### config.mk
export PLATFORM = sky130hd
export DESIGN_NAME = lru_page_frame_replacement
export DESIGN_NICKNAME = d
export VERILOG_FILES = /design/src/sv/lru_pfr_pkg.sv /design/src/sv/lru_page_frame_replacement.sv /design/src/sv/lru_pfr_ctrl.sv /design/src/sv/lru_pfr_dp.sv
export SDC_FILE = /design/constraint.sdc
export NUM_CORES = 1
export LEC_CHECK = 0
export BUFFER_PORTS_ARGS = -buffer_cell sky130_fd_sc_hd__buf_2
export CAP_MARGIN = 20
export CORE_MARGIN = 2
export CORE_UTILIZATION = 25
export DETAILED_ROUTE_END_ITERATION = 7
export SYNTH_ARGS = -nofsm -noshare
export SYNTH_HDL_FRONTEND = slang
export SYNTH_SLANG_ARGS = --single-unit
### constraint.sdc
create_clock -name clock -period 7.85 [get_ports clock]
set_clock_uncertainty 0.15 [all_clocks]
set_input_delay 1.57 -clock clock [delete_from_list [all_inputs] [get_ports clock]]
set_output_delay 1.57 -clock clock [all_outputs]
set_load 0.05 [all_outputs]
### src/sv/lru_pfr_pkg.sv
// ----------------------------------------------------------------------------
// LRU page-frame replacement package
// Shared types and fixed field widths for the controller and the datapath.
// ----------------------------------------------------------------------------
package lru_pfr_pkg;

   localparam int REQ_PAGE_W     = 16;
   localparam int FRAME_INDEX_W  = 3;
   localparam int EVICTED_PAGE_W = 16;
   localparam int FAULT_W        = 32;
   localparam int CSR_W          = 4;

   localparam logic [CSR_W-1:0] FRAME_COUNT_RESET = 4'd8;

   typedef enum logic [1:0] {
      ST_IDLE,
      ST_SCAN,
      ST_DRAIN,
      ST_UPDATE
   } ctl_state_type;

   // Commands from the controller to the datapath.
   typedef struct packed {
      logic start;
      logic issue;
      logic commit;
   } ctl_cmd_type;

   // Status from the datapath to the controller.
   typedef struct packed {
      logic last_issue;
      logic out_free;
   } ctl_status_type;

endpackage

### src/sv/lru_page_frame_replacement.sv
// ----------------------------------------------------------------------------
// LRU page-frame replacement
// Fully associative page frames with last-use stamps and a saturating fault
// counter.
//
//   channel   direction  handshake              payload
//   req_      in         req_valid / req_stall  page_number
//   rsp_      out        rsp_valid / rsp_stall  hit, frame_index, evicted_valid,
//                                               evicted_page, fault_count
//   csr_      in         csr_write              frame_count
//
// A transaction, n being the number of frames in use, is accepted, then the
// frames are read one per cycle from the frame memory port, the last compare
// is made and a final step updates the frame and loads the result.
// Reset is synchronous; it empties all frames and clears both counters.
// A stalled result holds the update step; the next transaction is not
// accepted until the result register can load.
// ----------------------------------------------------------------------------
module lru_page_frame_replacement import lru_pfr_pkg::*; #(
   parameter int FRAMES     = 8,
   parameter int PAGE_BITS  = 16,
   parameter int STAMP_BITS = 32
) (
   input  logic                      clock,
   input  logic                      reset,
   input  logic                      req_valid,
   output logic                      req_stall,
   input  logic [REQ_PAGE_W-1:0]     req_page_number,
   output logic                      rsp_valid,
   input  logic                      rsp_stall,
   output logic                      rsp_hit,
   output logic [FRAME_INDEX_W-1:0]  rsp_frame_index,
   output logic                      rsp_evicted_valid,
   output logic [EVICTED_PAGE_W-1:0] rsp_evicted_page,
   output logic [FAULT_W-1:0]        rsp_fault_count,
   input  logic                      csr_write,
   input  logic [CSR_W-1:0]          csr_frame_count
);

   ctl_cmd_type    cmd;
   ctl_status_type status;

   lru_pfr_ctrl u_ctrl (
      .clock     (clock),
      .reset     (reset),
      .req_valid (req_valid),
      .req_stall (req_stall),
      .status    (status),
      .cmd       (cmd)
   );

   lru_pfr_dp #(
      .FRAMES     (FRAMES),
      .PAGE_BITS  (PAGE_BITS),
      .STAMP_BITS (STAMP_BITS)
   ) u_dp (
      .clock             (clock),
      .reset             (reset),
      .cmd               (cmd),
      .status            (status),
      .csr_write         (csr_write),
      .csr_frame_count   (csr_frame_count),
      .req_page_number   (req_page_number),
      .rsp_stall         (rsp_stall),
      .rsp_valid         (rsp_valid),
      .rsp_hit           (rsp_hit),
      .rsp_frame_index   (rsp_frame_index),
      .rsp_evicted_valid (rsp_evicted_valid),
      .rsp_evicted_page  (rsp_evicted_page),
      .rsp_fault_count   (rsp_fault_count)
   );

`ifndef ASSERT_OFF
   // The block is busy for the whole scan after taking a transaction.
   a_busy_after_accept: assert property (@(posedge clock) disable iff (reset)
      req_valid && !req_stall |=> req_stall)
      else $error("input accepted again right after a transaction");

   // A hit never evicts a page.
   a_hit_no_evict: assert property (@(posedge clock) disable iff (reset)
      rsp_valid |-> !(rsp_hit && rsp_evicted_valid))
      else $error("hit reported together with an eviction");

   // Without an eviction the evicted page reads as zero.
   a_no_evict_zero: assert property (@(posedge clock) disable iff (reset)
      rsp_valid && !rsp_evicted_valid |-> rsp_evicted_page == '0)
      else $error("evicted page nonzero without an eviction");

   // The fault total of a hit equals that of the previous result.
   a_hit_faults: assert property (@(posedge clock) disable iff (reset)
      $rose(rsp_valid) && rsp_hit && $past(rsp_valid, 1) == 1'b0
         |-> rsp_fault_count == $past(rsp_fault_count, 1))
      else $error("fault count changed on a hit");
`endif

endmodule

### src/sv/lru_pfr_ctrl.sv
// ----------------------------------------------------------------------------
// LRU page-frame replacement controller
// Sequences the frame scan, the final compare and the frame update.
// ----------------------------------------------------------------------------
module lru_pfr_ctrl import lru_pfr_pkg::*; (
   input  logic           clock,
   input  logic           reset,
   input  logic           req_valid,
   output logic           req_stall,
   input  ctl_status_type status,
   output ctl_cmd_type    cmd
);

   ctl_state_type state_ff;
   ctl_state_type state_in;

   always_ff @(posedge clock) begin
      if (reset) begin
         state_ff <= ST_IDLE;
      end else begin
         state_ff <= state_in;
      end
   end

   always_comb begin
      state_in = state_ff;
      unique case (state_ff)
         ST_IDLE: begin
            if (req_valid) begin
               state_in = ST_SCAN;
            end
         end
         ST_SCAN: begin
            if (status.last_issue) begin
               state_in = ST_DRAIN;
            end
         end
         ST_DRAIN: begin
            state_in = ST_UPDATE;
         end
         ST_UPDATE: begin
            if (status.out_free) begin
               state_in = ST_IDLE;
            end
         end
         default: begin
            state_in = ST_IDLE;
         end
      endcase
   end

   always_comb begin
      cmd       = '0;
      req_stall = 1'b1;
      unique case (state_ff)
         ST_IDLE: begin
            req_stall = 1'b0;
            cmd.start = req_valid;
         end
         ST_SCAN: begin
            cmd.issue = 1'b1;
         end
         ST_DRAIN: begin
            cmd = '0;
         end
         ST_UPDATE: begin
            cmd.commit = status.out_free;
         end
         default: begin
            cmd = '0;
         end
      endcase
   end

endmodule

### src/sv/lru_pfr_dp.sv
// ----------------------------------------------------------------------------
// LRU page-frame replacement datapath
// Frame memories, scan accumulators, counters and the result register.
// ----------------------------------------------------------------------------
module lru_pfr_dp import lru_pfr_pkg::*; #(
   parameter int FRAMES     = 8,
   parameter int PAGE_BITS  = 16,
   parameter int STAMP_BITS = 32
) (
   input  logic                      clock,
   input  logic                      reset,
   input  ctl_cmd_type               cmd,
   output ctl_status_type            status,
   input  logic                      csr_write,
   input  logic [CSR_W-1:0]          csr_frame_count,
   input  logic [REQ_PAGE_W-1:0]     req_page_number,
   input  logic                      rsp_stall,
   output logic                      rsp_valid,
   output logic                      rsp_hit,
   output logic [FRAME_INDEX_W-1:0]  rsp_frame_index,
   output logic                      rsp_evicted_valid,
   output logic [EVICTED_PAGE_W-1:0] rsp_evicted_page,
   output logic [FAULT_W-1:0]        rsp_fault_count
);

   localparam int IDX_BITS = (FRAMES > 1) ? $clog2(FRAMES) : 1;
   localparam logic [IDX_BITS-1:0] LAST_FRAME = IDX_BITS'(FRAMES - 1);
   localparam logic [7:0] FRAMES_W8 = 8'(FRAMES);

   // Frame storage.
   logic [PAGE_BITS-1:0]  page_mem [FRAMES];
   logic [STAMP_BITS-1:0] stamp_mem [FRAMES];
   logic [FRAMES-1:0]     valid_ff, valid_in;

   logic [CSR_W-1:0]      csr_ff, csr_in;
   logic [PAGE_BITS-1:0]  page_ff, page_in;
   logic [IDX_BITS-1:0]   scan_idx_ff, scan_idx_in;
   logic [IDX_BITS-1:0]   cmp_idx_ff;
   logic                  cmp_en_ff;
   logic [PAGE_BITS-1:0]  page_rd_ff;
   logic [STAMP_BITS-1:0] stamp_rd_ff;

   logic                  found_ff, found_in;
   logic [IDX_BITS-1:0]   hit_idx_ff, hit_idx_in;
   logic                  empty_ff, empty_in;
   logic [IDX_BITS-1:0]   empty_idx_ff, empty_idx_in;
   logic [STAMP_BITS-1:0] best_stamp_ff, best_stamp_in;
   logic [IDX_BITS-1:0]   best_idx_ff, best_idx_in;
   logic [PAGE_BITS-1:0]  best_page_ff, best_page_in;

   logic [STAMP_BITS-1:0] use_ctr_ff, use_ctr_in;
   logic [FAULT_W-1:0]    fault_ff, fault_in;

   logic                      rsp_valid_ff, rsp_valid_in;
   logic                      rsp_hit_ff;
   logic [FRAME_INDEX_W-1:0]  rsp_index_ff;
   logic                      rsp_ev_valid_ff;
   logic [EVICTED_PAGE_W-1:0] rsp_ev_page_ff;
   logic [FAULT_W-1:0]        rsp_fault_ff;

   logic [7:0]                  fc_ext;
   logic [IDX_BITS-1:0]         last_idx;
   logic [PAGE_BITS+REQ_PAGE_W-1:0] req_ext;
   logic                        cur_valid;
   logic                        is_match;
   logic [IDX_BITS-1:0]         pos;
   logic                        miss;
   logic                        evict;
   logic [IDX_BITS+FRAME_INDEX_W-1:0] pos_ext;
   logic [PAGE_BITS+EVICTED_PAGE_W-1:0] ev_ext;

   // Number of frames in use, clamped to one at the bottom and FRAMES at the top.
   always_comb begin
      fc_ext = 8'(csr_ff);
      if (fc_ext == 8'd0) begin
         last_idx = '0;
      end else if (fc_ext >= FRAMES_W8) begin
         last_idx = LAST_FRAME;
      end else begin
         last_idx = IDX_BITS'(fc_ext - 8'd1);
      end
   end

   assign req_ext   = (PAGE_BITS + REQ_PAGE_W)'(req_page_number);
   assign cur_valid = valid_ff[cmp_idx_ff];
   assign is_match  = cur_valid && (page_rd_ff == page_ff);

   assign pos   = found_ff ? hit_idx_ff : (empty_ff ? empty_idx_ff : best_idx_ff);
   assign miss  = !found_ff;
   assign evict = miss && !empty_ff;

   assign pos_ext = (IDX_BITS + FRAME_INDEX_W)'(pos);
   assign ev_ext  = (PAGE_BITS + EVICTED_PAGE_W)'(best_page_ff);

   assign status.last_issue = (scan_idx_ff == last_idx);
   assign status.out_free   = !rsp_valid_ff || !rsp_stall;

   // Frame memories: one registered read port for the scan, one write port.
   always_ff @(posedge clock) begin
      if (cmd.issue) begin
         page_rd_ff  <= page_mem[scan_idx_ff];
         stamp_rd_ff <= stamp_mem[scan_idx_ff];
      end
   end

   always_ff @(posedge clock) begin
      if (cmd.commit) begin
         page_mem[pos]  <= page_ff;
         stamp_mem[pos] <= use_ctr_ff;
      end
   end

   always_comb begin
      csr_in       = csr_write ? csr_frame_count : csr_ff;
      page_in      = cmd.start ? req_ext[PAGE_BITS-1:0] : page_ff;
      scan_idx_in  = scan_idx_ff;
      if (cmd.start) begin
         scan_idx_in = '0;
      end else if (cmd.issue) begin
         scan_idx_in = scan_idx_ff + 1'b1;
      end

      valid_in = valid_ff;
      if (cmd.commit) begin
         valid_in[pos] = 1'b1;
      end

      use_ctr_in = use_ctr_ff;
      fault_in   = fault_ff;
      if (cmd.commit) begin
         if (use_ctr_ff != '1) begin
            use_ctr_in = use_ctr_ff + 1'b1;
         end
         if (miss && (fault_ff != '1)) begin
            fault_in = fault_ff + 1'b1;
         end
      end
   end

   // Scan accumulators: first match, first empty frame and oldest stamp.
   always_comb begin
      found_in      = found_ff;
      hit_idx_in    = hit_idx_ff;
      empty_in      = empty_ff;
      empty_idx_in  = empty_idx_ff;
      best_stamp_in = best_stamp_ff;
      best_idx_in   = best_idx_ff;
      best_page_in  = best_page_ff;
      if (cmd.start) begin
         found_in = 1'b0;
         empty_in = 1'b0;
      end else if (cmp_en_ff) begin
         if (is_match && !found_ff) begin
            found_in   = 1'b1;
            hit_idx_in = cmp_idx_ff;
         end
         if (!cur_valid && !empty_ff) begin
            empty_in     = 1'b1;
            empty_idx_in = cmp_idx_ff;
         end
         // Strict less-than keeps the lowest index on equal stamps.
         if ((cmp_idx_ff == '0) || (stamp_rd_ff < best_stamp_ff)) begin
            best_stamp_in = stamp_rd_ff;
            best_idx_in   = cmp_idx_ff;
            best_page_in  = page_rd_ff;
         end
      end
   end

   always_comb begin
      rsp_valid_in = rsp_valid_ff;
      if (cmd.commit) begin
         rsp_valid_in = 1'b1;
      end else if (rsp_valid_ff && !rsp_stall) begin
         rsp_valid_in = 1'b0;
      end
   end

   always_ff @(posedge clock) begin
      if (reset) begin
         csr_ff       <= FRAME_COUNT_RESET;
         valid_ff     <= '0;
         use_ctr_ff   <= '0;
         fault_ff     <= '0;
         cmp_en_ff    <= 1'b0;
         found_ff     <= 1'b0;
         empty_ff     <= 1'b0;
         rsp_valid_ff <= 1'b0;
      end else begin
         csr_ff       <= csr_in;
         valid_ff     <= valid_in;
         use_ctr_ff   <= use_ctr_in;
         fault_ff     <= fault_in;
         cmp_en_ff    <= cmd.issue;
         found_ff     <= found_in;
         empty_ff     <= empty_in;
         rsp_valid_ff <= rsp_valid_in;
      end
   end

   always_ff @(posedge clock) begin
      page_ff       <= page_in;
      scan_idx_ff   <= scan_idx_in;
      hit_idx_ff    <= hit_idx_in;
      empty_idx_ff  <= empty_idx_in;
      best_stamp_ff <= best_stamp_in;
      best_idx_ff   <= best_idx_in;
      best_page_ff  <= best_page_in;
      if (cmd.issue) begin
         cmp_idx_ff <= scan_idx_ff;
      end
   end

   // Result register; it only loads when empty or being drained.
   always_ff @(posedge clock) begin
      if (cmd.commit) begin
         rsp_hit_ff      <= found_ff;
         rsp_index_ff    <= pos_ext[FRAME_INDEX_W-1:0];
         rsp_ev_valid_ff <= evict;
         rsp_ev_page_ff  <= evict ? ev_ext[EVICTED_PAGE_W-1:0] : '0;
         rsp_fault_ff    <= fault_in;
      end
   end

   assign rsp_valid         = rsp_valid_ff;
   assign rsp_hit           = rsp_hit_ff;
   assign rsp_frame_index   = rsp_index_ff;
   assign rsp_evicted_valid = rsp_ev_valid_ff;
   assign rsp_evicted_page  = rsp_ev_page_ff;
   assign rsp_fault_count   = rsp_fault_ff;

endmodule
# ---- Word-level counts from Yosys, hierarchy flattened
# Memory sizes are Yosys's and may differ from the RTL's. A register that Yosys moved wholly into a read port is not among the register bits.
# Index checks and enable logic that the tools add are counted.
dict set report word_totals {
  output_inout_bits 55
  latch_bits 0
  regBits 214
  memories 2
  ram_bits 384
  in_bits 25
  romBits 0
}
dict set report classes {
  n_mux 22
  reduce_logical 26
  n_bitwise 2
  eq_ne 10
  shift 0
  n_addsub 4
  div 0
  n_mul 0
  magnitude_cmp 5
}
# name words word_bits read_ports rd_ports_with_merged_regs write_ports line_no
set mem_list {}
lappend mem_list {u_dp.stamp_mem 8 32 1 1 1 lru_pfr_dp.sv:32} ;# logic [STAMP_BITS-1:0] stamp_mem [FRAMES];
lappend mem_list {u_dp.page_mem 8 16 1 1 1 lru_pfr_dp.sv:31} ;# logic [PAGE_BITS-1:0] page_mem [FRAMES];
# cell n
set ops {}
lappend ops {{$add A32 B1 Y32 const B} 2}
lappend ops {{$mux W32} 2}
lappend ops {{$ne A32 B32 Y1 const B} 2}
lappend ops {{$lt A32 B32 Y1} 1}
lappend ops {{$eq A16 B16 Y1} 1}
lappend ops {{$mux W3} 4}
lappend ops {{$reduce_and A3 Y1} 4}
lappend ops {{$mux W1} 10}
lappend ops {{$lt A3 B4 Y1 const B} 2}
lappend ops {{$or A8 B8 Y8} 1}
lappend ops {{$pmux W2 S4} 1}
lappend ops {{$logic_and A1 B1 Y1} 7}
lappend ops {{$mux W2} 3}
lappend ops {{$reduce_and A2 Y1} 3}
lappend ops {{$logic_not A1 Y1} 5}
lappend ops {{$eq A2 B2 Y1 const B} 2}
lappend ops {{$ge A4 B4 Y1 const B} 1}
lappend ops {{$logic_not A4 Y1} 1}
lappend ops {{$ne A2 B2 Y1 const B} 2}
lappend ops {{$add A3 B1 Y3 const B} 1}
lappend ops {{$bmux W1 S3} 1}
lappend ops {{$demux W1 S3} 1}
lappend ops {{$eq A3 B3 Y1} 1}
lappend ops {{$ge A3 B1 Y1 const B} 1}
lappend ops {{9 further kinds} 10}

# ---- Depth between registers and ports, before layout
dict set report logic_depth {
  depth_word 7
  depth_mapped 8
  ltp_nobuf 7
}

# ---- Hierarchy
# Synthesis repeated with hierarchy kept, for this count alone.
dict set report hier_totals {
  cells_unflattened 1435
  area_unflattened_um2 25485.7
}
# mod area_per_inst_um2 cells_each instances
set by_module_without_submodules {}
lappend by_module_without_submodules {lru_pfr_dp 25290.5 1413 1}
lappend by_module_without_submodules {lru_pfr_ctrl 195.2 22 1}

# ---- Worst setup path before layout
# OpenSTA, ideal clock, no wires.
dict set report synth_path {
  path_kind {input to register}
  from {in req_valid}
  to {reg u_dp.best_idx_ff[0] (enable)}
  arrival_ns 5.067
  setup_slack_ns 2.157
  setup_ns 0.477
  cell_stages 6
  path_buffers 1
  path_cell_list {and2_1 -> clkbuf_1 -> nand2b_1 -> a21oi_1 -> o221ai_1 -> a21oi_1}
}
# item line_no
set synth_rtl {}
lappend synth_rtl {{start: declaration} lru_page_frame_replacement.sv:26} ;# input logic req_valid,
lappend synth_rtl {{end signal: assignment} lru_pfr_dp.sv:207} ;# best_idx_ff <= best_idx_in;
lappend synth_rtl {{end: declaration} lru_pfr_dp.sv:48} ;# logic [IDX_BITS-1:0] best_idx_ff, best_idx_in;

==> impl_metrics.json <==
{
  "portBuffers": 79,
  "tightestPinTransition_ns": 1.085,
  "syn_area_per_cell_sq_um": 17.70,
  "final-setup-viol-count": 0,
  "finalSetupTns_ns": 0,
  "grt_pass1_wl_mm": 82.59,
  "antenna_cells": 0,
  "initial_core_util_pct": 25.16,
  "switching_power_mw": 2.231,
  "postSynthNetCount": 1507,
  "synth_cells": 1442,
  "grt_max_degree": 69,
  "cts_tree": "done",
  "combPwrFrac_pct": 14.2,
  "sw_frac_of_total_pct": 25.20,
  "synth_edf_count": 561,
  "die_x_um": 323.5,
  "whs_path_depth": 0,
  "first_global_vias": 13840,
  "die_y_um": 323.5,
  "vias": 13210,
  "fin_nets": 1620,
  "cp_max_fo": 60,
  "cts_hold_buffers": 0,
  "ant_nets": 0,
  "rows": 117,
  "run_status": "finished, final reports clean",
  "min_from": "u_dp.stamp_rd_ff[0]$_DFFE_PP_",
  "synth-async-reset-ratio_pct": 0,
  "hold_class": "register to register",
  "ir_drop_v": 0.0001718,
  "grt_antenna_before_repair": 0,
  "cp-end-kind": "register",
  "cts.clk_slew.worst_paths_ns": 0.06,
  "yosysWarnings": 0,
  "dieArea_sq_um": 104700,
  "drv_slew": 0,
  "clkLatencyLatePin_ns": 0.61,
  "first_iter_violations": 1211,
  "p_per_area_nw_per_um2": 296.0,
  "fin_crit_ns": 3.958,
  "post-dp-hpwl_mm": 32.46,
  "rr_endpoint": "u_dp.stamp_mem[1][7]$_DFFE_PP_",
  "clock_sinks": 646,
  "synth_area_sq_um": 25520,
  "grt-ovfl-total": 0,
  "rrSetupSlack_ns": 4.02,
  "cts_buffers": 68,
  "power_frac_seq_pct": 48.6,
  "rr_startpoint": "u_dp.found_ff$_SDFFE_PP0P_",
  "core_sq_um": 101400,
  "yosys_register_bits": 646,
  "finalCritPeriodShare_pct": 50.42,
  "path_class": "primary input to register",
  "drive_gt1_share_pct": 25.37,
  "p_clk_share_pct": 37.2,
  "grt_util_all_layers_pct": 10.24,
  "whs_endpoint": "u_dp.best_stamp_ff[0]$_DFFE_PP_",
  "p_int_mw": 6.620,
  "totalWireLength_mm": 53.17,
  "startpoint_type": "primary input",
  "routedWlPerCell_um": 17.86,
  "leakagePower_nw": 9.478,
  "io-pin-count": 80,
  "synth_cell_types": 67,
  "timing.fmax_mhz": 252.7,
  "cts_resized": 0,
  "critPathRequiredTime_ns": 8.23,
  "max-cap-violations": 0,
  "worstPathArrival_ns": 4.34,
  "drt-pass1-iter-count": 5,
  "r2r_cells": 4,
  "postCtsSetupBuffers": 0,
  "ys.flop_type": "edfxtp_1",
  "final_core_util_pct": 29.47,
  "clockBufferDepth": 3,
  "ctsRootBufferMaster": "clkbuf_16",
  "whs_ns": 0.2920,
  "h-tree-depth": 3,
  "seq_area_frac_synth_pct": 72.67,
  "place.gp.congestion": 0.7812,
  "slew_headroom_pct": 26.87,
  "hold_viol": 0,
  "area.growth.synth_to_final_pct": 17.14,
  "vias_per_cell": 4.439,
  "route.detailed.drc": 0,
  "rsz0062_at_grt": "no"
}
-- cells by family after synthesis --
| group | Yosys count | share of synthesized area [%] |
|---|---|---|
| flip-flops | 646 | 72.67 |
| XOR/XNOR | 46 | 1.579 |
| AO/OA/AOI/OAI | 129 | 3.260 |
| buffers and inverters | 105 | 1.824 |
| multiplexers | 172 | 11.88 |
| AND/OR/NAND/NOR | 304 | 6.829 |
| adder cells (fa/ha/maj) | 40 | 1.961 |
-- routing by layer --
metal,vias up,track usage (%),part of all wire (%)
met2,352,16.90,48
met4,0,3.421,2.7
met3,105,1.917,5.2
met1,6824,13.53,44
li1,5928,-,-
met5,-,0,0
-- worst max-delay path: stages --
cell,delay [ns]
buf_2,0.12
a21bo_1,0.19
buf_4,0.22
inv_2,0.08
buf_4,0.67
and3_1,0.31
o211ai_1,0.35
or4_2,0.66
a21oi_1,0.15
-- how the worst max path moves through the flow --
| stage | from | slack, ns | endpoint | cells after the start |
|---|---|---|---|---|
| global placement | rsp_stall | 3.32 | u_dp.use_ctr_ff[30]$_SDFFE_PP0P_ | 9 |
| floorplan | req_valid | 2.16 | u_dp.best_idx_ff[0]$_DFFE_PP_ | 6 |
| finish | rsp_stall | 3.89 | u_dp.use_ctr_ff[30]$_SDFFE_PP0P_ | 9 |
| global route | rsp_stall | 3.74 | u_dp.use_ctr_ff[30]$_SDFFE_PP0P_ | 9 |
| detailed placement | rsp_stall | 3.31 | u_dp.use_ctr_ff[30]$_SDFFE_PP0P_ | 9 |
| CTS | rsp_stall | 3.93 | u_dp.use_ctr_ff[30]$_SDFFE_PP0P_ | 9 |
-- cells in the final DEF, fill, tap and decap left out, drive strengths merged, types with 5 or more instances in the layout --
cell / instances
clkbuf: 78
mux2: 64
xor2: 31
bufinv: 10
inv: 52
and2: 32
nand2b: 8
nand4: 19
o21a: 12
nor3: 13
o21ai: 30
a31oi: 6
xnor2: 15
dfxtp: 85
nand3: 30
and4: 12
mux2i: 10
or4: 11
ha: 40
nand2: 50
o31ai: 9
buf: 100
o211ai: 5
or3: 18
a21oi: 42
clkinv: 29
edfxtp: 561
nor2: 52
nor2b: 16
mux4: 98
nor4: 13
and3: 14
-- registers in the layout, indices dropped and copies added (netlist names), 2 cells and up --
signal                 cells
u_ctrl.state_ff            2
u_dp.rsp_evicted_page     16
u_dp.valid_ff              8
u_dp.cmp_idx_ff            3
u_dp.rsp_fault_count      32
u_dp.stamp_rd_ff          32
u_dp.use_ctr_ff           32
u_dp.empty_idx_ff          3
u_dp.page_rd_ff           16
u_dp.fault_ff             32
u_dp.best_idx_ff           3
u_dp.scan_idx_ff           3
u_dp.hit_idx_ff            3
u_dp.page_ff              16
u_dp.best_page_ff         16
u_dp.page_mem            128
u_dp.best_stamp_ff        32
u_dp.stamp_mem           256
u_dp.csr_ff                4
u_dp.rsp_frame_index       3
-- synthesized netlist by cell type, drive strengths merged (6+ instances only) --
master	instances	area, sq um
ha	40	500.5
xor2	31	271.5
and2	32	200.2
o21a	12	90.09
mux2i	10	100.1
buf	23	128.9
nand3	30	150.1
nor4	13	111.4
nor2b	16	100.1
nand2b	8	50.05
and3	14	88.84
a31oi	6	37.54
o21ai	30	172.7
edfxtp	561	16850
clkbuf	33	123.9
o31ai	9	67.56
inv	47	176.4
nor3	13	80.08
dfxtp	85	1702
nand2	50	187.7
a21oi	42	210.2
mux2	64	724.4
mux4	98	2207
nor2	52	195.2
and4	12	106.4
or4	11	95.09
nand4	19	131.4
xnor2	15	131.4
or3	18	120.1
-- power by group through the flow --
stage | combinational (mW) | sequential, mW | clock (mW)
2_1_floorplan | 0.954 | 4.27 | 0
3_3_place_gp | 1.25 | 4.38 | 0
3_5_place_dp | 1.27 | 4.38 | 0
4_1_cts | 1.28 | 4.31 | 3.38
5_1_grt | 1.38 | 4.34 | 3.52
6_report | 1.25 | 4.30 | 3.29
-- per-stage QoR --
stage	power [mW]	instance area [sq um]	setup WS, ns	cells
after CTS	8.975	29890	3.930	2975
after global routing	9.237	29900	3.741	2976
after detailed placement	5.659	27590	3.307	2852
after floorplan	5.226	25520	2.157	1442
final	8.851	29900	3.892	2976
after global placement	5.624	27570	3.316	2851
-- layout make-up --
class	count	area, sq um
Clock buffer	78	1759
Clock inverter	45	545.5
Fill cell	9878	71550
Inverter	48	180.2
Multi-Input combinational cell	691	6584
Sequential cell	646	18560
Tap cell	1368	1712
Timing Repair Buffer	100	560.5
Power figures use the tool's default switching activity.
